[src/hdl/eib_pkg.sv]
// ----------------------------------------------------------------------------
// eib_pkg
// Types and constants shared by the encoder/switch to bus target bridge.
// ----------------------------------------------------------------------------
package eib_pkg;

	localparam int RX_DEPTH = 5;
	localparam int WC_W     = $clog2(RX_DEPTH + 1);

	localparam int Q_DEPTH  = 4;
	localparam int Q_AW     = $clog2(Q_DEPTH);
	localparam int Q_CW     = $clog2(Q_DEPTH + 1);

	localparam int ADDR_W   = 4;

	localparam logic [15:0] DEBOUNCE_RST = 16'd50;
	localparam logic [15:0] TIMEOUT_RST  = 16'd1000;
	localparam logic [7:0]  STATUS_RST   = 8'h08;
	localparam logic [7:0]  READ_ALL_ONES = 8'hFF;

	localparam logic [1:0] REG_DEBOUNCE = 2'd0;
	localparam logic [1:0] REG_TIMEOUT  = 2'd1;
	localparam logic [1:0] REG_STATUS   = 2'd2;

	typedef enum logic [2:0] {
		ACT_TICK   = 3'd0,
		ACT_SAMPLE = 3'd1,
		ACT_SWITCH = 3'd2,
		ACT_WRITE  = 3'd3,
		ACT_STOP   = 3'd4,
		ACT_READ   = 3'd5
	} action_t;

	typedef struct packed {
		logic       irq_pin;
		logic       is_read;
		logic [7:0] b0;
		logic [7:0] b1;
		logic [7:0] b2;
	} res_desc_t;

	localparam int DESC_W = $bits(res_desc_t);

endpackage

[src/hdl/eib_front.sv]
// ----------------------------------------------------------------------------
// eib_front
// Configuration registers, event decode and bridge state; one descriptor per item.
// ----------------------------------------------------------------------------
module eib_front
	import eib_pkg::*;
(
	input  logic              clk,
	input  logic              arst_n,
	input  logic              psel,
	input  logic              penable,
	input  logic              pwrite,
	input  logic [ADDR_W-1:0] paddr,
	input  logic [31:0]       pwdata,
	output logic [31:0]       prdata,
	input  logic              accept,
	input  logic [2:0]        action,
	input  logic [15:0]       count_value,
	input  logic [7:0]        data_byte,
	output res_desc_t         desc
);

	logic [15:0] debounce_ms_q;
	logic [15:0] irq_timeout_ms_q;
	logic [7:0]  status_register_q;

	logic [31:0]     ms_counter_q, ms_counter_d;
	logic [31:0]     last_switch_q, last_switch_d;
	logic [15:0]     encoder_q, encoder_d;
	logic            switch_pend_q, switch_pend_d;
	logic            irq_raised_q, irq_raised_d;
	logic            pin_q, pin_d;
	logic [15:0]     timeout_left_q, timeout_left_d;
	logic [7:0]      sel_reg_q, sel_reg_d;
	logic [7:0]      first_wr_q, first_wr_d;
	logic [WC_W-1:0] wr_count_q, wr_count_d;

	logic        cfg_wr;
	logic [31:0] since_edge;
	logic        raise;
	logic        status_hit;

	assign cfg_wr = psel && penable && pwrite;

	always_ff @(posedge clk or negedge arst_n) begin
		if (!arst_n) begin
			debounce_ms_q     <= DEBOUNCE_RST;
			irq_timeout_ms_q  <= TIMEOUT_RST;
			status_register_q <= STATUS_RST;
		end else if (cfg_wr) begin
			case (paddr[3:2])
				REG_DEBOUNCE: debounce_ms_q     <= pwdata[15:0];
				REG_TIMEOUT:  irq_timeout_ms_q  <= pwdata[15:0];
				REG_STATUS:   status_register_q <= pwdata[7:0];
				default: ;
			endcase
		end
	end

	always_comb begin
		case (paddr[3:2])
			REG_DEBOUNCE: prdata = {16'd0, debounce_ms_q};
			REG_TIMEOUT:  prdata = {16'd0, irq_timeout_ms_q};
			REG_STATUS:   prdata = {24'd0, status_register_q};
			default:      prdata = 32'd0;
		endcase
	end

	assign since_edge = ms_counter_q - last_switch_q;
	assign status_hit = (sel_reg_q == status_register_q);

	always_comb begin
		ms_counter_d   = ms_counter_q;
		last_switch_d  = last_switch_q;
		encoder_d      = encoder_q;
		switch_pend_d  = switch_pend_q;
		irq_raised_d   = irq_raised_q;
		pin_d          = pin_q;
		timeout_left_d = timeout_left_q;
		sel_reg_d      = sel_reg_q;
		first_wr_d     = first_wr_q;
		wr_count_d     = wr_count_q;
		raise          = 1'b0;
		desc.is_read   = 1'b0;
		desc.b0        = 8'd0;
		desc.b1        = 8'd0;
		desc.b2        = 8'd0;

		case (action_t'(action))
			ACT_TICK: begin
				ms_counter_d = ms_counter_q + 32'd1;
				if (timeout_left_q != 16'd0) begin
					timeout_left_d = timeout_left_q - 16'd1;
					if (timeout_left_q == 16'd1)
						pin_d = 1'b0;
				end
			end
			ACT_SAMPLE: begin
				if (count_value != encoder_q) begin
					encoder_d = count_value;
					raise     = 1'b1;
				end
			end
			ACT_SWITCH: begin
				if (since_edge > {16'd0, debounce_ms_q}) begin
					last_switch_d = ms_counter_q;
					switch_pend_d = 1'b1;
					raise         = 1'b1;
				end
			end
			ACT_WRITE: begin
				if (wr_count_q == '0)
					first_wr_d = data_byte;
				if (wr_count_q < WC_W'(RX_DEPTH))
					wr_count_d = wr_count_q + 1'b1;
			end
			ACT_STOP: begin
				if (wr_count_q == WC_W'(1))
					sel_reg_d = first_wr_q;
				first_wr_d = 8'd0;
				wr_count_d = '0;
			end
			ACT_READ: begin
				desc.is_read = 1'b1;
				if (status_hit) begin
					desc.b0 = encoder_q[15:8];
					desc.b1 = encoder_q[7:0];
					desc.b2 = {7'd0, switch_pend_q};
				end else begin
					desc.b0 = READ_ALL_ONES;
					desc.b1 = READ_ALL_ONES;
					desc.b2 = READ_ALL_ONES;
				end
				irq_raised_d   = 1'b0;
				pin_d          = 1'b0;
				timeout_left_d = 16'd0;
				sel_reg_d      = 8'd0;
				switch_pend_d  = 1'b0;
			end
			default: ;
		endcase

		if (raise && !irq_raised_q) begin
			irq_raised_d   = 1'b1;
			pin_d          = 1'b1;
			timeout_left_d = irq_timeout_ms_q;
		end

		desc.irq_pin = pin_d;
	end

	always_ff @(posedge clk or negedge arst_n) begin
		if (!arst_n) begin
			ms_counter_q   <= '0;
			last_switch_q  <= '0;
			encoder_q      <= '0;
			switch_pend_q  <= 1'b0;
			irq_raised_q   <= 1'b0;
			pin_q          <= 1'b0;
			timeout_left_q <= '0;
			sel_reg_q      <= '0;
			first_wr_q     <= '0;
			wr_count_q     <= '0;
		end else if (accept) begin
			ms_counter_q   <= ms_counter_d;
			last_switch_q  <= last_switch_d;
			encoder_q      <= encoder_d;
			switch_pend_q  <= switch_pend_d;
			irq_raised_q   <= irq_raised_d;
			pin_q          <= pin_d;
			timeout_left_q <= timeout_left_d;
			sel_reg_q      <= sel_reg_d;
			first_wr_q     <= first_wr_d;
			wr_count_q     <= wr_count_d;
		end
	end

endmodule

[src/hdl/eib_queue.sv]
// ----------------------------------------------------------------------------
// eib_queue
// Short descriptor queue between the event decode and the result sender.
// ----------------------------------------------------------------------------
module eib_queue
	import eib_pkg::*;
(
	input  logic      clk,
	input  logic      arst_n,
	input  logic      push,
	input  res_desc_t push_desc,
	output logic      full,
	input  logic      pop,
	output logic      not_empty,
	output res_desc_t head
);

	res_desc_t       slot_q [Q_DEPTH];
	logic [Q_AW-1:0] wr_ptr_q;
	logic [Q_AW-1:0] rd_ptr_q;
	logic [Q_CW-1:0] count_q;

	assign full      = (count_q == Q_CW'(Q_DEPTH));
	assign not_empty = (count_q != '0);
	assign head      = slot_q[rd_ptr_q];

	always_ff @(posedge clk) begin
		if (push)
			slot_q[wr_ptr_q] <= push_desc;
	end

	always_ff @(posedge clk or negedge arst_n) begin
		if (!arst_n) begin
			wr_ptr_q <= '0;
			rd_ptr_q <= '0;
			count_q  <= '0;
		end else begin
			if (push)
				wr_ptr_q <= wr_ptr_q + 1'b1;
			if (pop)
				rd_ptr_q <= rd_ptr_q + 1'b1;
			case ({push, pop})
				2'b10:   count_q <= count_q + 1'b1;
				2'b01:   count_q <= count_q - 1'b1;
				default: ;
			endcase
		end
	end

endmodule

[src/hdl/eib_back.sv]
// ----------------------------------------------------------------------------
// eib_back
// Result sender: expands each descriptor into one or three output items.
// ----------------------------------------------------------------------------
module eib_back
	import eib_pkg::*;
(
	input  logic      clk,
	input  logic      arst_n,
	input  logic      have_desc,
	input  res_desc_t head,
	output logic      pop,
	output logic      out_valid,
	input  logic      out_ready,
	output logic      out_pin,
	output logic [7:0] out_byte,
	output logic      out_byte_valid,
	output logic      out_last
);

	logic       valid_q;
	logic [1:0] beat_q;
	logic       pin_q;
	logic [7:0] byte_q;
	logic       bval_q;
	logic       last_q;

	logic       load;
	logic       last_beat;
	logic [7:0] beat_byte;

	assign load      = have_desc && (!valid_q || out_ready);
	assign last_beat = !head.is_read || (beat_q == 2'd2);
	assign pop       = load && last_beat;

	always_comb begin
		case (beat_q)
			2'd0:    beat_byte = head.b0;
			2'd1:    beat_byte = head.b1;
			default: beat_byte = head.b2;
		endcase
	end

	always_ff @(posedge clk or negedge arst_n) begin
		if (!arst_n) begin
			valid_q <= 1'b0;
			beat_q  <= 2'd0;
		end else begin
			if (load) begin
				valid_q <= 1'b1;
				beat_q  <= last_beat ? 2'd0 : beat_q + 2'd1;
			end else if (out_ready) begin
				valid_q <= 1'b0;
			end
		end
	end

	always_ff @(posedge clk) begin
		if (load) begin
			pin_q  <= head.irq_pin;
			byte_q <= head.is_read ? beat_byte : 8'd0;
			bval_q <= head.is_read;
			last_q <= last_beat;
		end
	end

	assign out_valid      = valid_q;
	assign out_pin        = pin_q;
	assign out_byte       = byte_q;
	assign out_byte_valid = bval_q;
	assign out_last       = last_q;

endmodule

[src/hdl/encoder_i2c_irq_bridge_core.sv]
// ----------------------------------------------------------------------------
// encoder_i2c_irq_bridge_core
// Encoder and push switch events to a bus target register view with an
// interrupt line.
//
//   channel  | dir | handshake          | payload
//   ---------+-----+--------------------+---------------------------------------
//   s_*      | in  | s_tvalid/s_tready  | tuser action; tdata count, data byte
//   m_*      | out | m_tvalid/m_tready  | tdata pin, read byte; tuser; tlast
//   apb      | in  | psel/penable       | debounce, timeout, status register
//
// One item is accepted per cycle while the four-entry descriptor queue has room.
// A read start gives three output items, on consecutive cycles while m_tready is
// high, others one. Output is registered: a result passes the queue slot, then the
// output register. Output stalls back up through the queue into s_tready only.
// Reset clears control state and loads register defaults, not queue or output data.
// ----------------------------------------------------------------------------
module encoder_i2c_irq_bridge_core
	import eib_pkg::*;
(
	input  logic              clk,
	input  logic              arst_n,
	input  logic              psel,
	input  logic              penable,
	input  logic              pwrite,
	input  logic [ADDR_W-1:0] paddr,
	input  logic [31:0]       pwdata,
	output logic [31:0]       prdata,
	output logic              pready,
	input  logic              s_tvalid,
	output logic              s_tready,
	input  logic [23:0]       s_tdata,   // [15:0] count_value, [23:16] data_byte
	input  logic [2:0]        s_tuser,   // [2:0] action
	output logic              m_tvalid,
	input  logic              m_tready,
	output logic [15:0]       m_tdata,   // [0] irq_pin, [8:1] read_byte, [15:9] zero
	output logic              m_tuser,   // [0] byte_valid
	output logic              m_tlast
);

	res_desc_t  new_desc;
	res_desc_t  head;
	logic       q_full;
	logic       q_have;
	logic       q_pop;
	logic       accept;
	logic       out_pin;
	logic [7:0] out_byte;

	assign pready   = 1'b1;
	assign s_tready = !q_full;
	assign accept   = s_tvalid && s_tready;

	eib_front u_front (
		.clk         (clk),
		.arst_n      (arst_n),
		.psel        (psel),
		.penable     (penable),
		.pwrite      (pwrite),
		.paddr       (paddr),
		.pwdata      (pwdata),
		.prdata      (prdata),
		.accept      (accept),
		.action      (s_tuser),
		.count_value (s_tdata[15:0]),
		.data_byte   (s_tdata[23:16]),
		.desc        (new_desc)
	);

	eib_queue u_queue (
		.clk       (clk),
		.arst_n    (arst_n),
		.push      (accept),
		.push_desc (new_desc),
		.full      (q_full),
		.pop       (q_pop),
		.not_empty (q_have),
		.head      (head)
	);

	eib_back u_back (
		.clk            (clk),
		.arst_n         (arst_n),
		.have_desc      (q_have),
		.head           (head),
		.pop            (q_pop),
		.out_valid      (m_tvalid),
		.out_ready      (m_tready),
		.out_pin        (out_pin),
		.out_byte       (out_byte),
		.out_byte_valid (m_tuser),
		.out_last       (m_tlast)
	);

	assign m_tdata = {7'd0, out_byte, out_pin};

endmodule
[config.mk]
export PLATFORM = sky130hd
export DESIGN_NAME = encoder_i2c_irq_bridge_core
export DESIGN_NICKNAME = d
export VERILOG_FILES = /design/src/hdl/eib_pkg.sv /design/src/hdl/eib_front.sv /design/src/hdl/eib_queue.sv /design/src/hdl/eib_back.sv /design/src/hdl/encoder_i2c_irq_bridge_core.sv
export SDC_FILE = /design/constraint.sdc
export NUM_CORES = 1
export LEC_CHECK = 0
export ABC_AREA = 1
export BUFFER_PORTS_ARGS = -buffer_cell sky130_fd_sc_hd__buf_2
export CAP_MARGIN = 5
export CORE_MARGIN = 8
export CORE_UTILIZATION = 60
export DETAILED_ROUTE_END_ITERATION = 12
export GPL_ROUTABILITY_DRIVEN = 0
export PLACE_DENSITY = 0.8
export SETUP_SLACK_MARGIN = 0.4
export SYNTH_ARGS = -nofsm -noshare
export SYNTH_HDL_FRONTEND = slang
export SYNTH_SLANG_ARGS = --single-unit
export TNS_END_PERCENT = 5
[constraint.sdc]
create_clock -name clk -period 7.7 [get_ports clk]
set_input_delay 1.54 -clock clk [delete_from_list [all_inputs] [get_ports clk]]
set_output_delay 1.54 -clock clk [all_outputs]
set_load 0.02 [all_outputs]
After elaboration in Yosys (flattened, before gate mapping). Memories as Yosys holds them, arrays and structs flattened. Cells that the tools add are included.

Add/sub/neg operators: 9. Magnitude comparators: 2. Equal/unequal tests: 21. Multiplexer cells: 30. Reductions and logical operators: 37.

Operators with widths (count): case mux 16 bit (3 select lines) (1); case mux 8 bit (2 select lines) (3); adder 32 x 1 -> 32 bit (second input constant) (1); > comparator 32 x 16 -> 1 bit (1); 2-to-1 mux 16 bit (2); case mux 16 bit (2 select lines) (1); subtractor 32 bit (1); 2-to-1 mux 25 bit (1); 2-to-1 mux 24 bit (1); AND reduction 3 bit (7); equality test 16 x 1 -> 1 bit (second input constant) (1); 2-to-1 mux 8 bit (2); inequality test 16 bit (1); nonzero test 16 bit (1); subtractor 16 x 1 -> 16 bit (second input constant) (1); 2-to-1 mux 1 bit (12); case mux 3 bit (2 select lines) (2); nonzero test 2 bit (6); AND reduction 2 bit (5); equality test 3 bit (second input constant) (3); equality test 8 bit (1); inequality test 2 x 1 -> 1 bit (second input constant) (4); adder 2 x 1 -> 2 bit (second input constant) (3); adder 3 x 1 -> 3 bit (second input constant) (2); 16 further kinds (36).

Register bits after elaboration: 179. Bits in writable memories: 104. Memories: 1.

Memory list: u_queue.slot_q (words 4, bits a word 26, rd ports 1, clocked after Yosys merged registers in 0, wr ports 1, RTL line eib_queue.sv:18) `res_desc_t slot_q [Q_DEPTH];`.

Depth between registers and ports, before layout.
Word-level depth: 7. Gate-level depth with buffers: 32. Mapped depth without buffers: 31.

Hierarchy. From an unflattened synthesis, not the netlist that was laid out.

Cells, all modules: 2047. Area total of the unflattened synthesis: 16268.1 um^2.

Modules (own cells, without submodules): eib_front (times used 1, cells an instance 1544, area each 10731.5 um^2, seq. area each 3966.3 um^2); eib_queue (times used 1, cells an instance 403, area each 4703.3 um^2, seq. area each 3298.2 um^2); eib_back (times used 1, cells an instance 86, area each 744.5 um^2, seq. area each 405.4 um^2); encoder_i2c_irq_bridge_core (times used 1, cells an instance 14, area each 88.8 um^2, seq. area each 0.0 um^2).

Worst setup path after synthesis. Ideal clock, no wire load.

Path kind: in2out. Start: in paddr[3]. End: out prdata[12]. Data arrival time: 2464 ps. Required time: 6160 ps. Setup slack: 3696 ps. Stages on the path: 4. Buffers on the path: 1. Cells stage by stage: nor2_1 inv_1 clkbuf_1 o21ai_0.

Word-level cells in the longest chain between the ends: 2.

RTL lines: start, declared (RTL line encoder_i2c_irq_bridge_core.sv:26) `input logic [ADDR_W-1:0] paddr,`; equality test 2 bit (tied with other cells) (RTL line eib_front.sv:61) `case (paddr[3:2])`; case mux 16 bit (3 select lines) * (RTL line eib_front.sv:61); end, declared (RTL line encoder_i2c_irq_bridge_core.sv:28) `output logic [31:0] prdata,`.

Every way passes the cells marked *; elsewhere a longest branch is shown, timed or not.

Worst setup path after layout.
Start: reg u_front.ms_counter_q[0]. End: reg u_front.last_switch_q[2].

Word-level cells in the longest chain between the ends: 3.

RTL lines: start, declared (RTL line eib_front.sv:27) `logic [31:0] ms_counter_q, ms_counter_d;`; start signal, assigned (RTL line eib_front.sv:165) `ms_counter_q <= ms_counter_d;`; subtractor 32 bit (RTL line eib_front.sv:69) `assign since_edge = ms_counter_q - last_switch_q;`; > comparator 32 x 16 -> 1 bit (RTL line eib_front.sv:105) `if (since_edge > {16'd0, debounce_ms_q}) begin`; AND reduction 3 bit (no source line); end signal, assigned (RTL line eib_front.sv:166) `last_switch_q <= last_switch_d;`; end, declared (RTL line eib_front.sv:28) `logic [31:0] last_switch_q, last_switch_d;`.

Every way passes these cells. A chain may end at the register's enable or synchronous reset.

==> metrics.md <==
| Metric | Value |
|---|---|
| Outcome | `completed` |
| GRT Util Overall | `0.236` |
| Largest net degree at the start of global routing | `96` |
| Root Buffer | `clkbuf_16` |
| Hpwl dp | `25.9 mm` |
| Setup Viol. Count Final | `0` |
| Starting DRC count in detailed routing | `around 1100` |
| Max_slew headroom | `0.163` |
| Final nets | `about 2100` |
| CTS tree | `yes` |
| Vias/cell | `5.40` |
| Tot Pwr | `approximately 6200 µW` |
| Pre-CTS setup slack | `~2.7 ns` |
| Syn Std Cell Area | `14900 µm²` |
| Worst skew pair latency | `approximately 0.56 ns` |
| Num CTS Buffers | `28` |
| Hold Crit Depth | `2` |
| Multi-input gate area | `approximately 6500 µm²` |
| Drt pass-1 iters | `5` |
| WP buf/inv | `2` |
| Number of flops mapped to enable cells by yosys | `91` |
| MaxCap Viol Count | `0` |
| Die Area | `a little over 30000 µm²` |
| Register area share after synthesis | `0.466` |
| Placeable Area | `24400 µm²` |
| Critical path peak fanout | `65` |
| Fmax | `between 150 and 200 MHz` |
| Routed Antenna Nets | `0` |
| PD cells | `roughly 380 nW/µm²` |
| Total Routed Length | `between 30 and 40 mm` |
| Critical path capture point type | `flop` |
| Peak supply drop | `about 0.00026 V` |
| Critical path, cell by cell | `inv_1, ha_1, fa_1, inv_1, nand3_1, nand3_1, nand2_1, nand3_1, xor2_1, ha_1, nand2_1, nor2_1, nand2_1, nor2_1, nand2_1, nand2_1, o21ai_0, nand3_1, nor2_1, nand3_1, nor2_1, nand2_1, nand3_2, o21ai_0` |
| Worst hold slack | `0.487 ns` |
| RSZ-0062 raised after global routing | `false` |
| Synth top area share | `0.265` |
| Crit Path Category | `flop to flop` |
| Initial core utilization | `0.612` |
| Yosys cell types | `46` |
| Vias | `around 12000` |
| CP max stage cell | `nand3_2` |
| Final Hold Vio Count | `0` |
| R2r setup slk | `between 2 and 3 ns` |
| Final period util | `0.660` |
| Min Clock Period, post-route | `roughly 5.1 ns` |
| Layout cells sized above 1 | `0.0910` |
| First-pass GRT wire length | `59.7 mm` |
| Final WS setup | `about 2.6 ns` |
| Predominant post-synthesis flop cell | `dfrtp_1` |
| End of the worst register-to-register path | `u_front.last_switch_q[2]$_DFFE_PN0P_` |
| Leakage | `roughly 0.0085 µW` |
| YS warnings | `0` |
| CP Data Arrival Time | `between 5 and 6 ns` |
| Reg2reg start | `u_front.ms_counter_q[0]$_DFFE_PN0P_` |
| Vias in the first global route | `about 12000` |
| Post-Synthesis Cells | `about 1900` |
| Crit-path most repeated cell | `nand2_1` |
| CP Data Required Time | `around 8.1 ns` |
| Worst R2R Path Depth | `24` |
| Total gr overflow | `0` |
| Syn avg cell area | `approximately 7.9 µm²` |
| DRC Markers | `0` |
| Startpoint Class | `flop` |
| CTS resizes | `0` |
| Fillers | `between 1500 and 2000` |
| Die extent in y | `around 170 µm` |
| Least-Margin Pin Slew | `roughly 1.3 ns` |
| Skew final | `0.0159 ns` |
| Port Buffers | `80` |
| # hold bufs at CTS | `0` |
| Seq cells post-synth | `~260` |
| Clk pin slew, worst setup/hold paths | `~0.06 ns` |
| Top post-synthesis cells by area | `dfrtp_1 27%, edfxtp_1 18%, nand2_1 13%` |
| Initial antenna violation count | `0` |
| Clk buf depth | `3` |
| Reg area | `6950 µm²` |
| Critical Path Max Stage Delay | `a little over 0.9 ns` |
| Post-synth ARST share | `0.649` |
| Worst hold endpoint | `u_queue.count_q[1]$_DFFE_PN0P_` |
| TNS Setup | `0 ns` |
| Rows | `57` |
| ANT cells | `0` |
| Max-slew violations | `0` |
| Min-delay worst type | `flop to flop` |
| Post CTS Setup Buffer Count | `0` |
| Routed length per placed instance | `15.7 µm` |
| I/O pins | `approximately 120` |
| P&R area growth vs syn | `10.8%` |
| Worst Hold Launch | `u_queue.count_q[1]$_DFFE_PN0P_` |
| Die W | `roughly 170 µm` |
| Synth area leader | `dfrtp_1` |
| H-tree lvl count | `1` |
| CP top delay family | `simple AND/OR/NAND/NOR gates` |
| Clock net sink count | `259` |
[stage by stage]
stage               area, µm²  std cells  utilization
global placement        15500       2249        0.635
finish                  16500       2301        0.678
global route            16500       2301        0.678
floorplan               15000       1907            -
detailed placement      15500       2249        0.635
CTS                     16500       2301        0.678
[layer usage]
metal / share of wire / global-route usage
met1: 0.41 / 0.287
met2: 0.50 / 0.422
met3: 0.059 / 0.0394
met4: 0.028 / 0.0730
met5: 0 / 0
[flip-flops by register name, summed over array words and instances (netlist names), 2 cells and up]
signal	count
u_back.beat_q	2
u_back.out_byte	8
u_front.debounce_ms_q	16
u_front.encoder_q	16
u_front.first_wr_q	8
u_front.irq_timeout_ms_q	16
u_front.last_switch_q	32
u_front.ms_counter_q	32
u_front.sel_reg_q	8
u_front.status_register_q	8
u_front.timeout_left_q	16
u_front.wr_count_q	3
u_queue.count_q	3
u_queue.rd_ptr_q	2
u_queue.slot_q	80
u_queue.wr_ptr_q	2
[cell usage after synthesis, drive strengths merged (33+ instances only)]
cell type and number:
nor2 142, o21ai 164, edfxtp 91, ha 61, nand2 529, a21oi 44
clkbuf 33, xor2 62, buf 38, nand3 104, inv 316, dfrtp 158
[layout by cell type (no fill, tap or decap), types with 2 or more instances in the layout]
| cell type | instances |
|---|---|
| nand2_1 | 522 |
| inv_1 | 313 |
| o21ai_0 | 163 |
| dfrtp_1 | 158 |
| nor2_1 | 135 |
| nand3_1 | 100 |
| edfxtp_1 | 91 |
| buf_2 | 79 |
| xor2_1 | 62 |
| ha_1 | 61 |
| a21oi_1 | 44 |
| clkbuf_16 | 31 |
| nor3_1 | 24 |
| conb_1 | 24 |
| nand4_1 | 21 |
| o22ai_1 | 21 |
| xnor2_1 | 16 |
| or2_2 | 11 |
| dfstp_2 | 10 |
| buf_4 | 9 |
| clkbuf_1 | 7 |
| nor4_1 | 6 |
| a221oi_1 | 6 |
| o211ai_1 | 5 |
| nor2_2 | 5 |
| nand2_4 | 4 |
| clkbuf_8 | 4 |
| bufinv_16 | 4 |
| inv_2 | 3 |
| nand3_2 | 3 |
| nand2_2 | 3 |
| o21bai_1 | 3 |
| clkinv_2 | 3 |
| and2_1 | 2 |
| and3_1 | 2 |
| nor3_2 | 2 |
| o221ai_1 | 2 |
| a21o_1 | 2 |
| nor2_4 | 2 |
| fa_1 | 2 |
[worst reg2reg max path: stages, from the launching register on]
cell     delay [ns]
dfrtp_1        0.35
inv_1          0.10
ha_1           0.23
fa_1           0.42
inv_1          0.13
nand3_1        0.08
nand3_1        0.17
nand2_1        0.09
nand3_1        0.17
xor2_1         0.10
ha_1           0.28
nand2_1        0.04
nor2_1         0.25
nand2_1        0.09
nor2_1         0.14
nand2_1        0.07
nand2_1        0.05
o21ai_0        0.17
nand3_1        0.12
nor2_1         0.05
nand3_1        0.06
nor2_1         0.04
nand2_1        0.20
nand3_2        0.92
o21ai_0        0.62
[power by group]
group / internal (µW) / switching (µW) / total [µW] / leakage [µW]
Combinational: 918 / 1760 / 2670 / 0.00506
Sequential: 1860 / 221 / 2080 / 0.00291
Clock: 908 / 563 / 1470 / 0.000503
[logic make-up after synthesis]
kind of cell,count (synthesis),share of synthesized area
other,2,0.000503
AOI/OAI and AO/OA,249,0.0893
xor gates and xnor gates,78,0.0458
DFF,259,0.466
and+or+nand+nor,846,0.238
buffers and inverters,388,0.106
adders and majority gates,63,0.0538
[worst max path at each step]
stage | start | to | slack (ns) | cells after the start
floorplan | paddr[3] | prdata[12] | 3.70 | 4
global placement | u_front.ms_counter_q[0]$_DFFE_PN0P_ | u_front.last_switch_q[18]$_DFFE_PN0P_ | 2.90 | 24
detailed placement | u_front.ms_counter_q[0]$_DFFE_PN0P_ | u_front.last_switch_q[19]$_DFFE_PN0P_ | 2.73 | 24
CTS | u_front.ms_counter_q[0]$_DFFE_PN0P_ | u_front.last_switch_q[2]$_DFFE_PN0P_ | 2.65 | 24
global route | u_front.ms_counter_q[0]$_DFFE_PN0P_ | u_front.last_switch_q[2]$_DFFE_PN0P_ | 2.10 | 24
finish | u_front.ms_counter_q[0]$_DFFE_PN0P_ | u_front.last_switch_q[2]$_DFFE_PN0P_ | 2.62 | 24
[layout make-up]
class	instances	area share
multi-input cells	1260	0.392
repair buffers	89	0.0287
clock buffers	42	0.0518
flip-flops and latches	259	0.420
inverters	317	0.0720
well taps	324	0.0245
clock inverters	10	0.0110
No activity file was read; power rests on OpenSTA's default activity.
